`src/design/parabolic_peak_picker_top_assert.svh`:
```
// ----------------------------------------------------------------------------
// Parabolic peak picker assertion macros
// Concurrent assertion wrappers, clocked on clk and disabled while arst_n is
// low. They expand to nothing when SYNTHESIS is defined.
// ----------------------------------------------------------------------------
`ifndef PARABOLIC_PEAK_PICKER_TOP_ASSERT_SVH
`define PARABOLIC_PEAK_PICKER_TOP_ASSERT_SVH
`ifndef SYNTHESIS
// Same-cycle implication.
`define PPP_ASSERT_NOW(name, ante, cons) \
	name: assert property (@(posedge clk) disable iff (!arst_n) (ante) |-> (cons)) \
		else $error("assertion failed: same-cycle implication");
// Next-cycle implication.
`define PPP_ASSERT_NEXT(name, ante, cons) \
	name: assert property (@(posedge clk) disable iff (!arst_n) (ante) |=> (cons)) \
		else $error("assertion failed: next-cycle implication");
`else
`define PPP_ASSERT_NOW(name, ante, cons)
`define PPP_ASSERT_NEXT(name, ante, cons)
`endif
`endif

```
`src/design/ppp_pkg.sv`:
```
// ----------------------------------------------------------------------------
// Parabolic peak picker package
// Shared widths, defaults and the sequencer state type.
// ----------------------------------------------------------------------------
`default_nettype none

package ppp_pkg;

	localparam int DEF_MAX_LENGTH = 4096;
	localparam int DEF_FRAC_BITS  = 8;

	localparam int SAMPLE_W = 16;
	localparam int POS_W    = 20;
	localparam int VAL_W    = 25;
	localparam int THR_W    = 25;

	// Divider operands: dividend is |older - current|, divisor is
	// 2 * (2 * middle - older - current), always positive for a strict maximum.
	localparam int DVD_W = 16;
	localparam int DVS_W = 18;

	localparam int IN_TDATA_W  = 16;
	localparam int OUT_TDATA_W = 48;
	localparam int OUT_PAD_W   = OUT_TDATA_W - POS_W - VAL_W;

	localparam logic [POS_W-1:0]        POS_MAX = '1;
	localparam logic signed [VAL_W-1:0] VAL_MAX = {1'b0, {(VAL_W-1){1'b1}}};
	localparam logic signed [VAL_W-1:0] VAL_MIN = {1'b1, {(VAL_W-1){1'b0}}};

	typedef enum logic [2:0] {
		ST_IDLE,
		ST_DIV,
		ST_MUL,
		ST_UPD,
		ST_FIN
	} ppp_state_t;

endpackage

`default_nettype wire

```
`src/design/parabolic_peak_picker_top.sv`:
```
// ----------------------------------------------------------------------------
// Parabolic peak picker
// Finds the strongest interpolated local maximum of a sample frame.
// ----------------------------------------------------------------------------
// Samples arrive one per transfer on the slave stream, with tlast on the final
// sample of a frame. Each time the middle sample of the three-sample window is
// a strict local maximum, a parabola is fitted through the window and its
// vertex value and position (both with FRAC_BITS fractional bits) replace the
// best so far when the value beats the best by more than update_threshold.
// After the sample carrying tlast one transfer on the master stream gives the
// best position and value, or zeros when nothing qualified, and the frame
// state is cleared. A peak goes through the serial divider, which produces one
// quotient bit per cycle, then a multiply state and a compare-and-update state.
// The sample with tlast then loads the output register, which waits there for
// the master side; a result still waiting holds the next frame end off. The
// threshold register accepts writes at any time but must only be written
// between frames.
// ----------------------------------------------------------------------------
`default_nettype none

`include "parabolic_peak_picker_top_assert.svh"

module parabolic_peak_picker_top
	import ppp_pkg::*;
#(
	parameter int MAX_LENGTH = DEF_MAX_LENGTH,
	parameter int FRAC_BITS  = DEF_FRAC_BITS
) (
	input  logic                   clk,
	input  logic                   arst_n,
	// Slave stream; tdata: [15:0] sample (signed). tlast: last_sample.
	input  logic                   s_axis_tvalid,
	output logic                   s_axis_tready,
	input  logic [IN_TDATA_W-1:0]  s_axis_tdata,
	input  logic                   s_axis_tlast,
	// Master stream; tdata: [19:0] peak_position, [44:20] peak_value (signed),
	// [47:45] zero.
	output logic                   m_axis_tvalid,
	input  logic                   m_axis_tready,
	output logic [OUT_TDATA_W-1:0] m_axis_tdata,
	// Threshold register write channel; data is update_threshold (signed).
	input  logic                   cfg_valid,
	output logic                   cfg_ready,
	input  logic [THR_W-1:0]       cfg_data
);

	// Sample counter holds up to MAX_LENGTH - 1.
	localparam int CNT_W = $clog2(MAX_LENGTH);
	// Ratio r lies strictly between one half and three halves.
	localparam int RW    = FRAC_BITS + 1;
	// Unsigned product r * (middle - older).
	localparam int PRD_W = RW + SAMPLE_W;
	// Candidate value needs FRAC_BITS + 18 bits; the comparison also covers the
	// sum of the best value and the threshold.
	localparam int VW    = FRAC_BITS + 18;
	localparam int CW    = ((VW > VAL_W + 1) ? VW : (VAL_W + 1)) + 1;
	// Unsigned position before clamping.
	localparam int PW    = CNT_W + FRAC_BITS + 1;
	localparam int PCW   = (PW > POS_W) ? PW : POS_W;

	localparam logic [RW-1:0] ONE  = RW'(1) << FRAC_BITS;
	localparam logic [RW-1:0] HALF = RW'(1) << (FRAC_BITS - 1);

	ppp_state_t state_q, state_d;

	// Threshold register.
	logic signed [THR_W-1:0] thr_q;

	// Frame state.
	logic signed [SAMPLE_W-1:0] older_q, newer_q;
	logic [CNT_W-1:0]           cnt_q;
	logic signed [VAL_W-1:0]    best_val_q;
	logic [POS_W-1:0]           best_pos_q;

	// Working registers of the peak currently under evaluation.
	logic signed [SAMPLE_W-1:0] prev_q;
	logic [SAMPLE_W-1:0]        rise_q;
	logic                       neg_q;
	logic [CNT_W-1:0]           idx_q;
	logic                       last_q;
	logic [RW-1:0]              r_q;
	logic [PRD_W-1:0]           prod_q;

	// Output register.
	logic                   m_valid_q;
	logic [OUT_TDATA_W-1:0] m_data_q;

	// Handshake and sequencer controls.
	logic in_acc, is_peak, div_start, fin_go;

	// Window arithmetic of the incoming sample.
	logic signed [SAMPLE_W-1:0] cur;
	logic signed [SAMPLE_W:0]   diff_oc, rise;
	logic [DVD_W-1:0]           dvd_mag;
	logic signed [SAMPLE_W+2:0] den_half;
	logic [DVS_W-1:0]           dvs;

	// Divider.
	logic                 div_done;
	logic [FRAC_BITS-1:0] div_quo;

	// Update stage.
	logic signed [CW-1:0]  val_full, limit;
	logic signed [VAL_W-1:0] val_sat;
	logic [PW-1:0]         pos_full;
	logic [POS_W-1:0]      pos_sat;

	assign cfg_ready = 1'b1;

	assign cur      = s_axis_tdata[SAMPLE_W-1:0];
	assign diff_oc  = {older_q[SAMPLE_W-1], older_q} - {cur[SAMPLE_W-1], cur};
	assign rise     = {newer_q[SAMPLE_W-1], newer_q} - {older_q[SAMPLE_W-1], older_q};
	assign dvd_mag  = diff_oc[SAMPLE_W] ? DVD_W'(-diff_oc) : DVD_W'(diff_oc);
	assign den_half = (SAMPLE_W+3)'(newer_q) + (SAMPLE_W+3)'(newer_q)
	                - (SAMPLE_W+3)'(older_q) - (SAMPLE_W+3)'(cur);
	assign dvs      = {den_half[DVS_W-2:0], 1'b0};

	assign is_peak = (cnt_q >= CNT_W'(2)) && (newer_q > older_q) && (cur < newer_q);

	// Next-state logic.
	always_comb begin
		state_d = state_q;
		case (state_q)
			ST_IDLE: begin
				if (in_acc) begin
					if (is_peak) begin
						state_d = ST_DIV;
					end else if (s_axis_tlast) begin
						state_d = ST_FIN;
					end
				end
			end
			ST_DIV: begin
				if (div_done) begin
					state_d = ST_MUL;
				end
			end
			ST_MUL: state_d = ST_UPD;
			ST_UPD: state_d = last_q ? ST_FIN : ST_IDLE;
			ST_FIN: begin
				if (fin_go) begin
					state_d = ST_IDLE;
				end
			end
			default: state_d = ST_IDLE;
		endcase
	end

	// Sequencer outputs.
	always_comb begin
		s_axis_tready = (state_q == ST_IDLE);
		in_acc        = s_axis_tvalid && (state_q == ST_IDLE);
		div_start     = in_acc && is_peak;
		fin_go        = (state_q == ST_FIN) && (!m_valid_q || m_axis_tready);
	end

	always_ff @(posedge clk or negedge arst_n) begin
		if (!arst_n) begin
			state_q <= ST_IDLE;
		end else begin
			state_q <= state_d;
		end
	end

	always_ff @(posedge clk or negedge arst_n) begin
		if (!arst_n) begin
			thr_q <= '0;
		end else if (cfg_valid && cfg_ready) begin
			thr_q <= cfg_data;
		end
	end

	ppp_div #(
		.FRAC_BITS (FRAC_BITS)
	) u_div (
		.clk      (clk),
		.arst_n   (arst_n),
		.start    (div_start),
		.dividend (dvd_mag),
		.divisor  (dvs),
		.done     (div_done),
		.quotient (div_quo)
	);

	// Capture the window of each accepted sample, then form r and the product of a peak.
	always_ff @(posedge clk) begin
		if (in_acc) begin
			prev_q <= older_q;
			rise_q <= rise[SAMPLE_W-1:0];
			// Older above current gives a negative vertex offset.
			neg_q  <= !diff_oc[SAMPLE_W] && (diff_oc != '0);
			idx_q  <= cnt_q - 1'b1;
			last_q <= s_axis_tlast;
		end
		if ((state_q == ST_DIV) && div_done) begin
			r_q <= neg_q ? (ONE - RW'(div_quo)) : (ONE + RW'(div_quo));
		end
		if (state_q == ST_MUL) begin
			prod_q <= PRD_W'(r_q) * PRD_W'(rise_q);
		end
	end

	assign val_full = (CW'(prev_q) <<< FRAC_BITS) + CW'(prod_q);
	assign limit    = CW'(best_val_q) + CW'(thr_q);
	assign val_sat  = (val_full > CW'(VAL_MAX)) ? VAL_MAX :
	                  (val_full < CW'(VAL_MIN)) ? VAL_MIN : val_full[VAL_W-1:0];
	assign pos_full = (PW'(idx_q) << FRAC_BITS) + PW'(r_q);
	assign pos_sat  = (PCW'(pos_full) > PCW'(POS_MAX)) ? POS_MAX : POS_W'(pos_full);

	// Frame state: window shift on each transfer, best update, clear at frame end.
	always_ff @(posedge clk or negedge arst_n) begin
		if (!arst_n) begin
			older_q    <= '0;
			newer_q    <= '0;
			cnt_q      <= '0;
			best_val_q <= '0;
			best_pos_q <= '0;
		end else begin
			if (in_acc) begin
				older_q <= newer_q;
				newer_q <= cur;
				if (cnt_q < CNT_W'(MAX_LENGTH - 1)) begin
					cnt_q <= cnt_q + 1'b1;
				end
			end
			if ((state_q == ST_UPD) && (val_full > limit)) begin
				best_val_q <= val_sat;
				best_pos_q <= pos_sat;
			end
			if (fin_go) begin
				older_q    <= '0;
				newer_q    <= '0;
				cnt_q      <= '0;
				best_val_q <= '0;
				best_pos_q <= '0;
			end
		end
	end

	// Output register; it frees as soon as the master side takes the transfer.
	always_ff @(posedge clk or negedge arst_n) begin
		if (!arst_n) begin
			m_valid_q <= 1'b0;
		end else if (fin_go) begin
			m_valid_q <= 1'b1;
		end else if (m_axis_tready) begin
			m_valid_q <= 1'b0;
		end
	end

	always_ff @(posedge clk) begin
		if (fin_go) begin
			m_data_q <= {{OUT_PAD_W{1'b0}}, best_val_q, best_pos_q};
		end
	end

	assign m_axis_tvalid = m_valid_q;
	assign m_axis_tdata  = m_data_q;

	// A frame end always goes either to the divider or straight to the output.
	`PPP_ASSERT_NEXT(a_last_leads_on, in_acc && s_axis_tlast, (state_q == ST_DIV) || (state_q == ST_FIN))
	// The divider finishes only while the sequencer waits for it.
	`PPP_ASSERT_NOW(a_div_done_in_div, div_done, state_q == ST_DIV)
	// The vertex lies less than half a sample from the middle sample.
	`PPP_ASSERT_NOW(a_ratio_range, state_q == ST_MUL, (r_q > HALF) && (r_q < (ONE + HALF)))

endmodule

`default_nettype wire

```
`src/design/ppp_div.sv`:
```
// ----------------------------------------------------------------------------
// Parabolic peak picker serial divider
// Restoring shift-subtract divider, one quotient bit per cycle. The dividend
// is known to be below the divisor, so FRAC_BITS steps give the whole
// fractional quotient.
// ----------------------------------------------------------------------------
`default_nettype none

module ppp_div
	import ppp_pkg::*;
#(
	parameter int FRAC_BITS = DEF_FRAC_BITS
) (
	input  logic                 clk,
	input  logic                 arst_n,
	input  logic                 start,
	input  logic [DVD_W-1:0]     dividend,
	input  logic [DVS_W-1:0]     divisor,
	output logic                 done,
	output logic [FRAC_BITS-1:0] quotient
);

	localparam int RM_W  = DVS_W + 1;
	localparam int CNT_W = $clog2(FRAC_BITS + 1);

	logic                 busy_q;
	logic [CNT_W-1:0]     cnt_q;
	logic [RM_W-1:0]      rem_q;
	logic [DVS_W-1:0]     dvs_q;
	logic [FRAC_BITS-1:0] quo_q;
	logic [RM_W-1:0]      trial;
	logic                 fits;

	assign trial = {rem_q[RM_W-2:0], 1'b0};
	assign fits  = (trial >= RM_W'(dvs_q));

	assign done     = busy_q && (cnt_q == '0);
	assign quotient = quo_q;

	always_ff @(posedge clk or negedge arst_n) begin
		if (!arst_n) begin
			busy_q <= 1'b0;
			cnt_q  <= '0;
		end else if (start) begin
			busy_q <= 1'b1;
			cnt_q  <= CNT_W'(FRAC_BITS);
		end else if (busy_q) begin
			if (cnt_q == '0) begin
				busy_q <= 1'b0;
			end else begin
				cnt_q <= cnt_q - 1'b1;
			end
		end
	end

	always_ff @(posedge clk) begin
		if (start) begin
			rem_q <= RM_W'(dividend);
			dvs_q <= divisor;
			quo_q <= '0;
		end else if (busy_q && (cnt_q != '0)) begin
			rem_q <= fits ? (trial - RM_W'(dvs_q)) : trial;
			quo_q <= {quo_q[FRAC_BITS-2:0], fits};
		end
	end

endmodule

`default_nettype wire

```
`config.mk`:
```
export PLATFORM = sky130hd
export DESIGN_NAME = parabolic_peak_picker_top
export DESIGN_NICKNAME = d
export VERILOG_FILES = /design/src/design/ppp_pkg.sv /design/src/design/parabolic_peak_picker_top.sv /design/src/design/ppp_div.sv
export VERILOG_INCLUDE_DIRS = /design/src /design/src/design
export SDC_FILE = /design/constraint.sdc
export NUM_CORES = 1
export LEC_CHECK = 0
export ABC_CLOCK_PERIOD_IN_PS = 6350
export BUFFER_PORTS_ARGS = -buffer_cell sky130_fd_sc_hd__buf_2
export CAP_MARGIN = 0
export CORE_AREA = 2 2 216 197
export CTS_BUF_LIST = sky130_fd_sc_hd__clkbuf_4 sky130_fd_sc_hd__clkbuf_8
export DETAILED_ROUTE_END_ITERATION = 8
export DIE_AREA = 0 0 218 199
export PLACE_DENSITY = 0.77
export SKIP_LAST_GASP = 1
export SLEW_MARGIN = 20
export SYNTH_ARGS = -nofsm -noshare
export SYNTH_HDL_FRONTEND = slang
export SYNTH_HIERARCHICAL = 1
export SYNTH_SLANG_ARGS = --single-unit
export TNS_END_PERCENT = 5
```
`constraint.sdc`:
```
create_clock -name clk -period 6.35 [get_ports clk]
set_input_delay 1.27 -clock clk [delete_from_list [all_inputs] [get_ports clk]]
set_output_delay 1.27 -clock clk [all_outputs]
set_load 0.005 [all_outputs]
```
==> results of run 1 <==
worst register-to-register path, cell delays in order (launching register included):
cell	delay (ns)
edfxtp_1	0.69
nand2_1	0.16
fa_1	0.53
fa_1	0.54
inv_1	0.05
fa_1	0.50
fa_1	0.50
ha_1	0.35
o21ai_0	0.23
a21oi_1	0.11
o41ai_2	0.38
o2111ai_1	0.21
a21o_1	0.25
a221o_1	0.35
a211oi_1	0.33
o2bb2ai_1	0.17
xnor2_1	0.09
sequential cells by signal, indices dropped and copies added, names as in the netlist, 18 cells and up:
register and count:
u_div/rem_q 18, prod_q 25, thr_q 25, u_div/dvs_q 18
best_pos_q 20, m_axis_tdata 45, best_val_q 25
through the flow:
stage / instances / area, um^2 / utilization
floorplan: 2243 / 22400 / -
finish: 2921 / 24500 / 0.594
CTS: 2921 / 24500 / 0.594
global placement: 2825 / 23300 / 0.566
global route: 2921 / 24500 / 0.594
detailed placement: 2825 / 23300 / 0.566
cell families after synthesis:
family	synth area share
muxes	0.0169
AOI/OAI and AO/OA	0.131
DFF	0.360
xor gates and xnor gates	0.0607
buffers and inverters	0.0554
and+or+nand+nor	0.145
adders and majority gates	0.231
other	0.000336
how the worst min path moves through the flow:
stage                              from               to  slack, ns  cells after the start
after CTS                 best_pos_q[1]  m_axis_tdata[1]       0.44                      0
after global placement    best_pos_q[9]  m_axis_tdata[9]       0.43                      0
final                     best_pos_q[1]  m_axis_tdata[1]       0.44                      0
after detailed placement  best_pos_q[1]  m_axis_tdata[1]       0.43                      0
after floorplan           best_pos_q[0]  m_axis_tdata[0]       0.42                      0
after global routing      best_pos_q[1]  m_axis_tdata[1]       0.45                      0
final cells by class:
class | count | share of cell area
timing repair buffer | 110 | 0.0243
inverter | 242 | 0.0371
multi-input combinational | 1634 | 0.535
tap | 547 | 0.0279
clock buffer | 69 | 0.0355
sequential | 292 | 0.329
clock inverter | 27 | 0.0111
layer usage:
layer | global-route usage | vias up
met4 | 0.0791 | 0
li1 | - | 7903
met3 | 0.0495 | 92
met2 | 0.392 | 509
met5 | 0 | -
met1 | 0.329 | 8054
synthesized netlist by cell type, types with 5 or more instances:
cell type | number | share of area
inv_1 | 242 | 0.041
ha_1 | 222 | 0.12
nand2_1 | 220 | 0.037
edfxtp_1 | 159 | 0.21
nor2_1 | 135 | 0.023
o21ai_0 | 124 | 0.028
dfrtp_1 | 123 | 0.14
fa_1 | 119 | 0.11
a21oi_1 | 91 | 0.020
xnor2_1 | 87 | 0.034
and2_1 | 79 | 0.022
xor2_1 | 68 | 0.027
nand3_1 | 62 | 0.014
clkbuf_1 | 58 | 0.0097
a21o_1 | 44 | 0.015
nand2b_1 | 34 | 0.0095
nor3_1 | 32 | 0.0072
mux2_2 | 29 | 0.015
nand4_1 | 22 | 0.0062
nor2b_1 | 20 | 0.0056
a211oi_1 | 19 | 0.0064
a221o_1 | 18 | 0.0081
o21a_1 | 15 | 0.0050
o21bai_1 | 14 | 0.0047
o31ai_1 | 14 | 0.0047
a31oi_1 | 12 | 0.0034
and3_1 | 11 | 0.0031
o2bb2ai_1 | 11 | 0.0043
dfxtp_1 | 10 | 0.0089
nor4_1 | 10 | 0.0028
or3_1 | 8 | 0.0022
buf_2 | 7 | 0.0016
nand3b_1 | 7 | 0.0023
o311ai_1 | 6 | 0.0023
a2111oi_0 | 5 | 0.0020
a31o_2 | 5 | 0.0020
buf_4 | 5 | 0.0017
nand4b_1 | 5 | 0.0020
o211ai_1 | 5 | 0.0017
==> out/summary.txt, run 1 <==
Outcome = finished, final reports clean
Buf+Inv Stages, Crit Path = 1
Port Buffers = 93
Slew @ Worst Pin = 1.11 ns
Vias in the first global route = 16800
CTS tree = done
Most frequent standard cell in the layout excluding fill and tap cells = inv_1
WL met1 = 22600 um
Antenna Nets Post-Route = 0
Most Frequent Cell on Critical Path = fa_1
Critical Path Source Type = flop
Crit path max-delay family = adder cells
Worst setup EP type = flop
Critical path peak fanout = 17
Drt pass-1 iters = 5
Tmin final = 5.68 ns
Remaining Overflow, GRT = 0
Rows = 71
Post-synthesis cell count = 2240
Register area = 8050 um^2
# nets final = 2719
#FFs+latches synth = 292
CP Class = reg -> reg
Clock Skew = 0.0238 ns
Worst R2R End = prod_q[24]
Slew headroom = 0.263
CP Launch Point = r_q[8]
Ports = 98
Starting Density = 0.543
Synthesized area = 22400 um^2
R2R Setup Slk = 0.67 ns
Highest metal used = met4
Number of flops mapped to enable cells by yosys = 159
Clock Sinks = 292
Via density = 5.67
Final hold violations = 0
CP endpoint = prod_q[24]
Ordered list of cells on the worst path = nand2_1, fa_1, fa_1, inv_1, fa_1, fa_1, ha_1, o21ai_0, a21oi_1, o41ai_2, o2111ai_1, a21o_1, a221o_1, a211oi_1, o2bb2ai_1, xnor2_1
Unique masters post-synth = 87
Multi-input logic area = 13100 um^2
Post-route setup TNS = 0 ns
First-pass GRT wire length = 84100 um
Global-route usage over all layers = 0.243
Post-synth top flop = edfxtp_1
Max Root-Sink Buffers = 3
Max Slew Vio Count = 0
Layout cells sized above 1 = 0.110
CTS H-Tree Depth = 2
Crit path largest cell delay = 0.69 ns
Met3 wire length = 3630 um
Syn. warnings = 6
Clock-pin slew on the worst setup and hold paths = 0.06 ns
RR Startpoint = r_q[8]
Mapped Avg Cell Area = 9.99 um^2
Die Y = 199 um
Stages on the worst setup path = 16
Total of max-cap violations = 0
Min-delay worst type = reg -> reg
Worst path required time = 6.76 ns
Mean routed wirelength per cell = 17.6 um
Total number of vias = 16600
Post-route DRC = 0
Largest net degree at the start of global routing = 75
Post_cts resized = 0
DP Wirelength = 39800 um
Setup repair bufs after CTS = 0
Area growth, synth to finish = 9.46%
Clock Latency Late Sink = 0.66 ns
Chip Width = 218 um
Root buffer cell = clkbuf_8
Commonest non-fill, non-tap cells in the layout = 240 x inv_1, 222 x ha_1, 220 x nand2_1
Crit share post-route = 0.895
RSZ-0062 raised after global routing = false
Initial antenna violation count = 2
Highest Clock Rate = 176 MHz
Core ar. = 41200 um^2
CTS Hold Buffers Added = 0
Final Worst Setup Slack = 0.668 ns
Global placer's final weighted congestion = 0.911
Slowest cell on crit path = edfxtp_1
Reg2reg path depth = 16
Wire length on met2 = 23700 um
Initial DRC count = 1284
CTS buffer count = 51
Asr flop ratio synth = 0.421
Fin Hold WS = 0.444 ns
WL final = 51300 um
Filler cells = 3457
Die area = 43400 um^2
N_diodes = 0
Worst slack, placed = 0.682 ns
Sequential fraction of the synthesis area = 0.360
Arrival time worst endpoint = 6.09 ns
Setup-failing EPs final = 0
Power of run 1 is left out: the tool's default activity adds up to more than one toggle a clock period on the data nets, which glitch-free logic cannot reach.
==> run 2, diff against run 1 <==
==> constraint.sdc (replaced) <==
create_clock -name clk -period 6.35 [get_ports clk]
set_input_delay 0 -clock clk [delete_from_list [all_inputs] [get_ports clk]]
set_output_delay 0 -clock clk [all_outputs]
set_load 0.005 [all_outputs]
==> run 2 against run 1 <==
- clock skew increased by 0.018 ns
- critical path type unchanged
- utilization grew 1.5 points
- global-route usage is 0.14 points higher
- clock-buffer cell count rose by 3
- critical path depth rose by 3
- largest cell class unchanged
- worst hold slack got worse by 0.40 ns
- cell count is 2.4% higher
- register-to-register slack lost 0.08 ns
- non-clock buffer count is 70 higher
- worst setup slack worse by 0.081 ns
==> out/summary.txt, run 2 (synthesis results as in run 1) <==
CTS buffer count = 51 (unchanged)
Root buffer cell = clkbuf_8
Tmin final = 5.76 ns (+0.0810 ns)
Drt pass-1 iters = 5 (unchanged)
Final hold violations = 0 (unchanged)
Initial antenna violation count = 0 (-2)
Rows = 71 (unchanged)
First-pass GRT wire length = 84800 um (+0.88%)
Worst slack, placed = 0.622 ns (-0.0596 ns)
Critical Path Source Type = flop
Crit path largest cell delay = 0.70 ns (about the same)
CP Launch Point = r_q[2]
WL final = 51900 um (+1.2%)
Post-route DRC = 0 (unchanged)
Global-route usage over all layers = 0.244 (+0.00144)
CTS H-Tree Depth = 2 (unchanged)
CP Class = reg -> reg
Largest net degree at the start of global routing = 70 (-6.7%)
Slowest cell on crit path = edfxtp_1
Most frequent standard cell in the layout excluding fill and tap cells = inv_1
Setup repair bufs after CTS = 0 (unchanged)
Layout cells sized above 1 = 0.106 (-0.00435)
Max Slew Vio Count = 0 (unchanged)
Via density = 5.63 (-0.73%)
CTS tree = done
Die area = 43400 um^2 (unchanged)
Vias in the first global route = 16900 (+0.55%)
Post-route setup TNS = 0 ns (unchanged)
Slew headroom = 0.322 (+0.0590)
Mean routed wirelength per cell = 17.4 um (-1.1%)
Remaining Overflow, GRT = 0 (unchanged)
Worst path required time = 6.74 ns (-0.02 ns)
RSZ-0062 raised after global routing = false
Max reg flops = 45 (unchanged)
Clock Skew = 0.0415 ns (+0.0177 ns)
Post_cts resized = 0 (unchanged)
Highest Clock Rate = 174 MHz (-1.4%)
N_diodes = 0 (unchanged)
Clock Sinks = 292 (unchanged)
Ports = 98 (unchanged)
Outcome = finished, final reports clean
Starting Density = 0.543 (unchanged)
Final Worst Setup Slack = 0.587 ns (-0.0810 ns)
Commonest non-fill, non-tap cells in the layout = 240 x inv_1, 222 x ha_1, 220 x nand2_1
Critical path peak fanout = 17 (unchanged)
Total number of vias = 16800 (+1.6%)
CP endpoint = prod_q[24]
RR Startpoint = r_q[2]
R2R Setup Slk = 0.59 ns (-0.08 ns)
Initial DRC count = 1239 (-3.5%)
Min-delay worst type = in -> async
Reg2reg path depth = 19 (+3)
Clock Latency Late Sink = 0.65 ns (about the same)
Area growth, synth to finish = 12.2%
Total of max-cap violations = 0 (unchanged)
# nets final = 2789 (+2.6%)
Max Root-Sink Buffers = 3 (unchanged)
Chip Width = 218 um (unchanged)
DP Wirelength = 39500 um (-0.65%)
CTS Hold Buffers Added = 71 (+71)
Worst R2R End = prod_q[24]
Port Buffers = 93 (unchanged)
Setup-failing EPs final = 0 (unchanged)
Ordered list of cells on the worst path = nand2_1, fa_1, inv_1, fa_1, ha_1, inv_1, fa_1, inv_1, ha_1, nor2b_1, o21ai_0, a21oi_1, o41ai_2, o2111ai_1, a21o_1, a221o_1, a211oi_1, o2bb2ai_1, xnor2_1
Antenna Nets Post-Route = 0 (unchanged)
Arrival time worst endpoint = 6.16 ns (+0.07 ns)
Die Y = 199 um (unchanged)
Global placer's final weighted congestion = 0.921 (+1.1%)
Core ar. = 41200 um^2 (unchanged)
Crit share post-route = 0.908 (+0.0128)
Worst setup EP type = flop
Clock-pin slew on the worst setup and hold paths = 0.06 ns (about the same)
Slew @ Worst Pin = 1.02 ns (-0.0885 ns)
==> run 2: cell types whose count changed in the layout (fill, tap and decap cells not counted), sizes merged <==
cell and change:
clkinv +2, clkbuf +3, dlygate4sd3 +71, clkinvlp -2, buf -1, bufinv -3
inv -1
==> run 2: per-layer routing <==
layer | track usage | share of wire | vias up
met2 | 0.404 | 0.46 | 476
li1 | - | - | 8051
met3 | 0.0349 | 0.058 | 96
met4 | 0.0836 | 0.029 | 0
met1 | 0.331 | 0.45 | 8202
met5 | 0 | 0 | -
==> run 2: final cells by class <==
| cell class | count | area [um^2] |
|---|---|---|
| tap | 547 | 684 |
| fill | 3394 | 16100 |
| timing repair buffer | 180 | 1300 |
| multi-input combinational | 1634 | 13100 |
| clock buffer | 72 | 878 |
| inverter | 242 | 908 |
| clock inverter | 23 | 169 |
| sequential | 292 | 8050 |
==> run 2: worst min-delay path by stage <==
stage	startpoint	end	slack (ns)	depth (start not counted)
after floorplan	arst_n	best_pos_q[0]	-0.30	0
after global placement	arst_n	thr_q[17]	0.18	1
after detailed placement	arst_n	thr_q[17]	0.19	1
after CTS	arst_n	thr_q[19]	0.05	2
after global routing	arst_n	thr_q[15]	0.11	2
final	arst_n	thr_q[15]	0.04	2
==> run 2: worst max-delay path, delay by kind of cell, from the launching register on <==
kind	cells	cell delay (ns)
adder cells (fa/ha/maj)	5	2.15
AO/OA/AOI/OAI	8	2.12
flip-flops	1	0.70
AND/OR/NAND/NOR	2	0.31
buffers and inverters	3	0.15
XOR/XNOR	1	0.10
==> run 2: metrics by stage <==
stage	util	instance area [um^2]	std cells	hold WS (ns)
2_1_floorplan	-	22400	2243	-0.296
3_3_place_gp	0.566	23300	2824	0.182
3_5_place_dp	0.566	23300	2824	0.188
4_1_cts	0.609	25100	2990	0.0473
5_1_grt	0.609	25100	2990	0.113
6_report	0.609	25100	2990	0.0439
Power of run 2 is left out for the same reason.
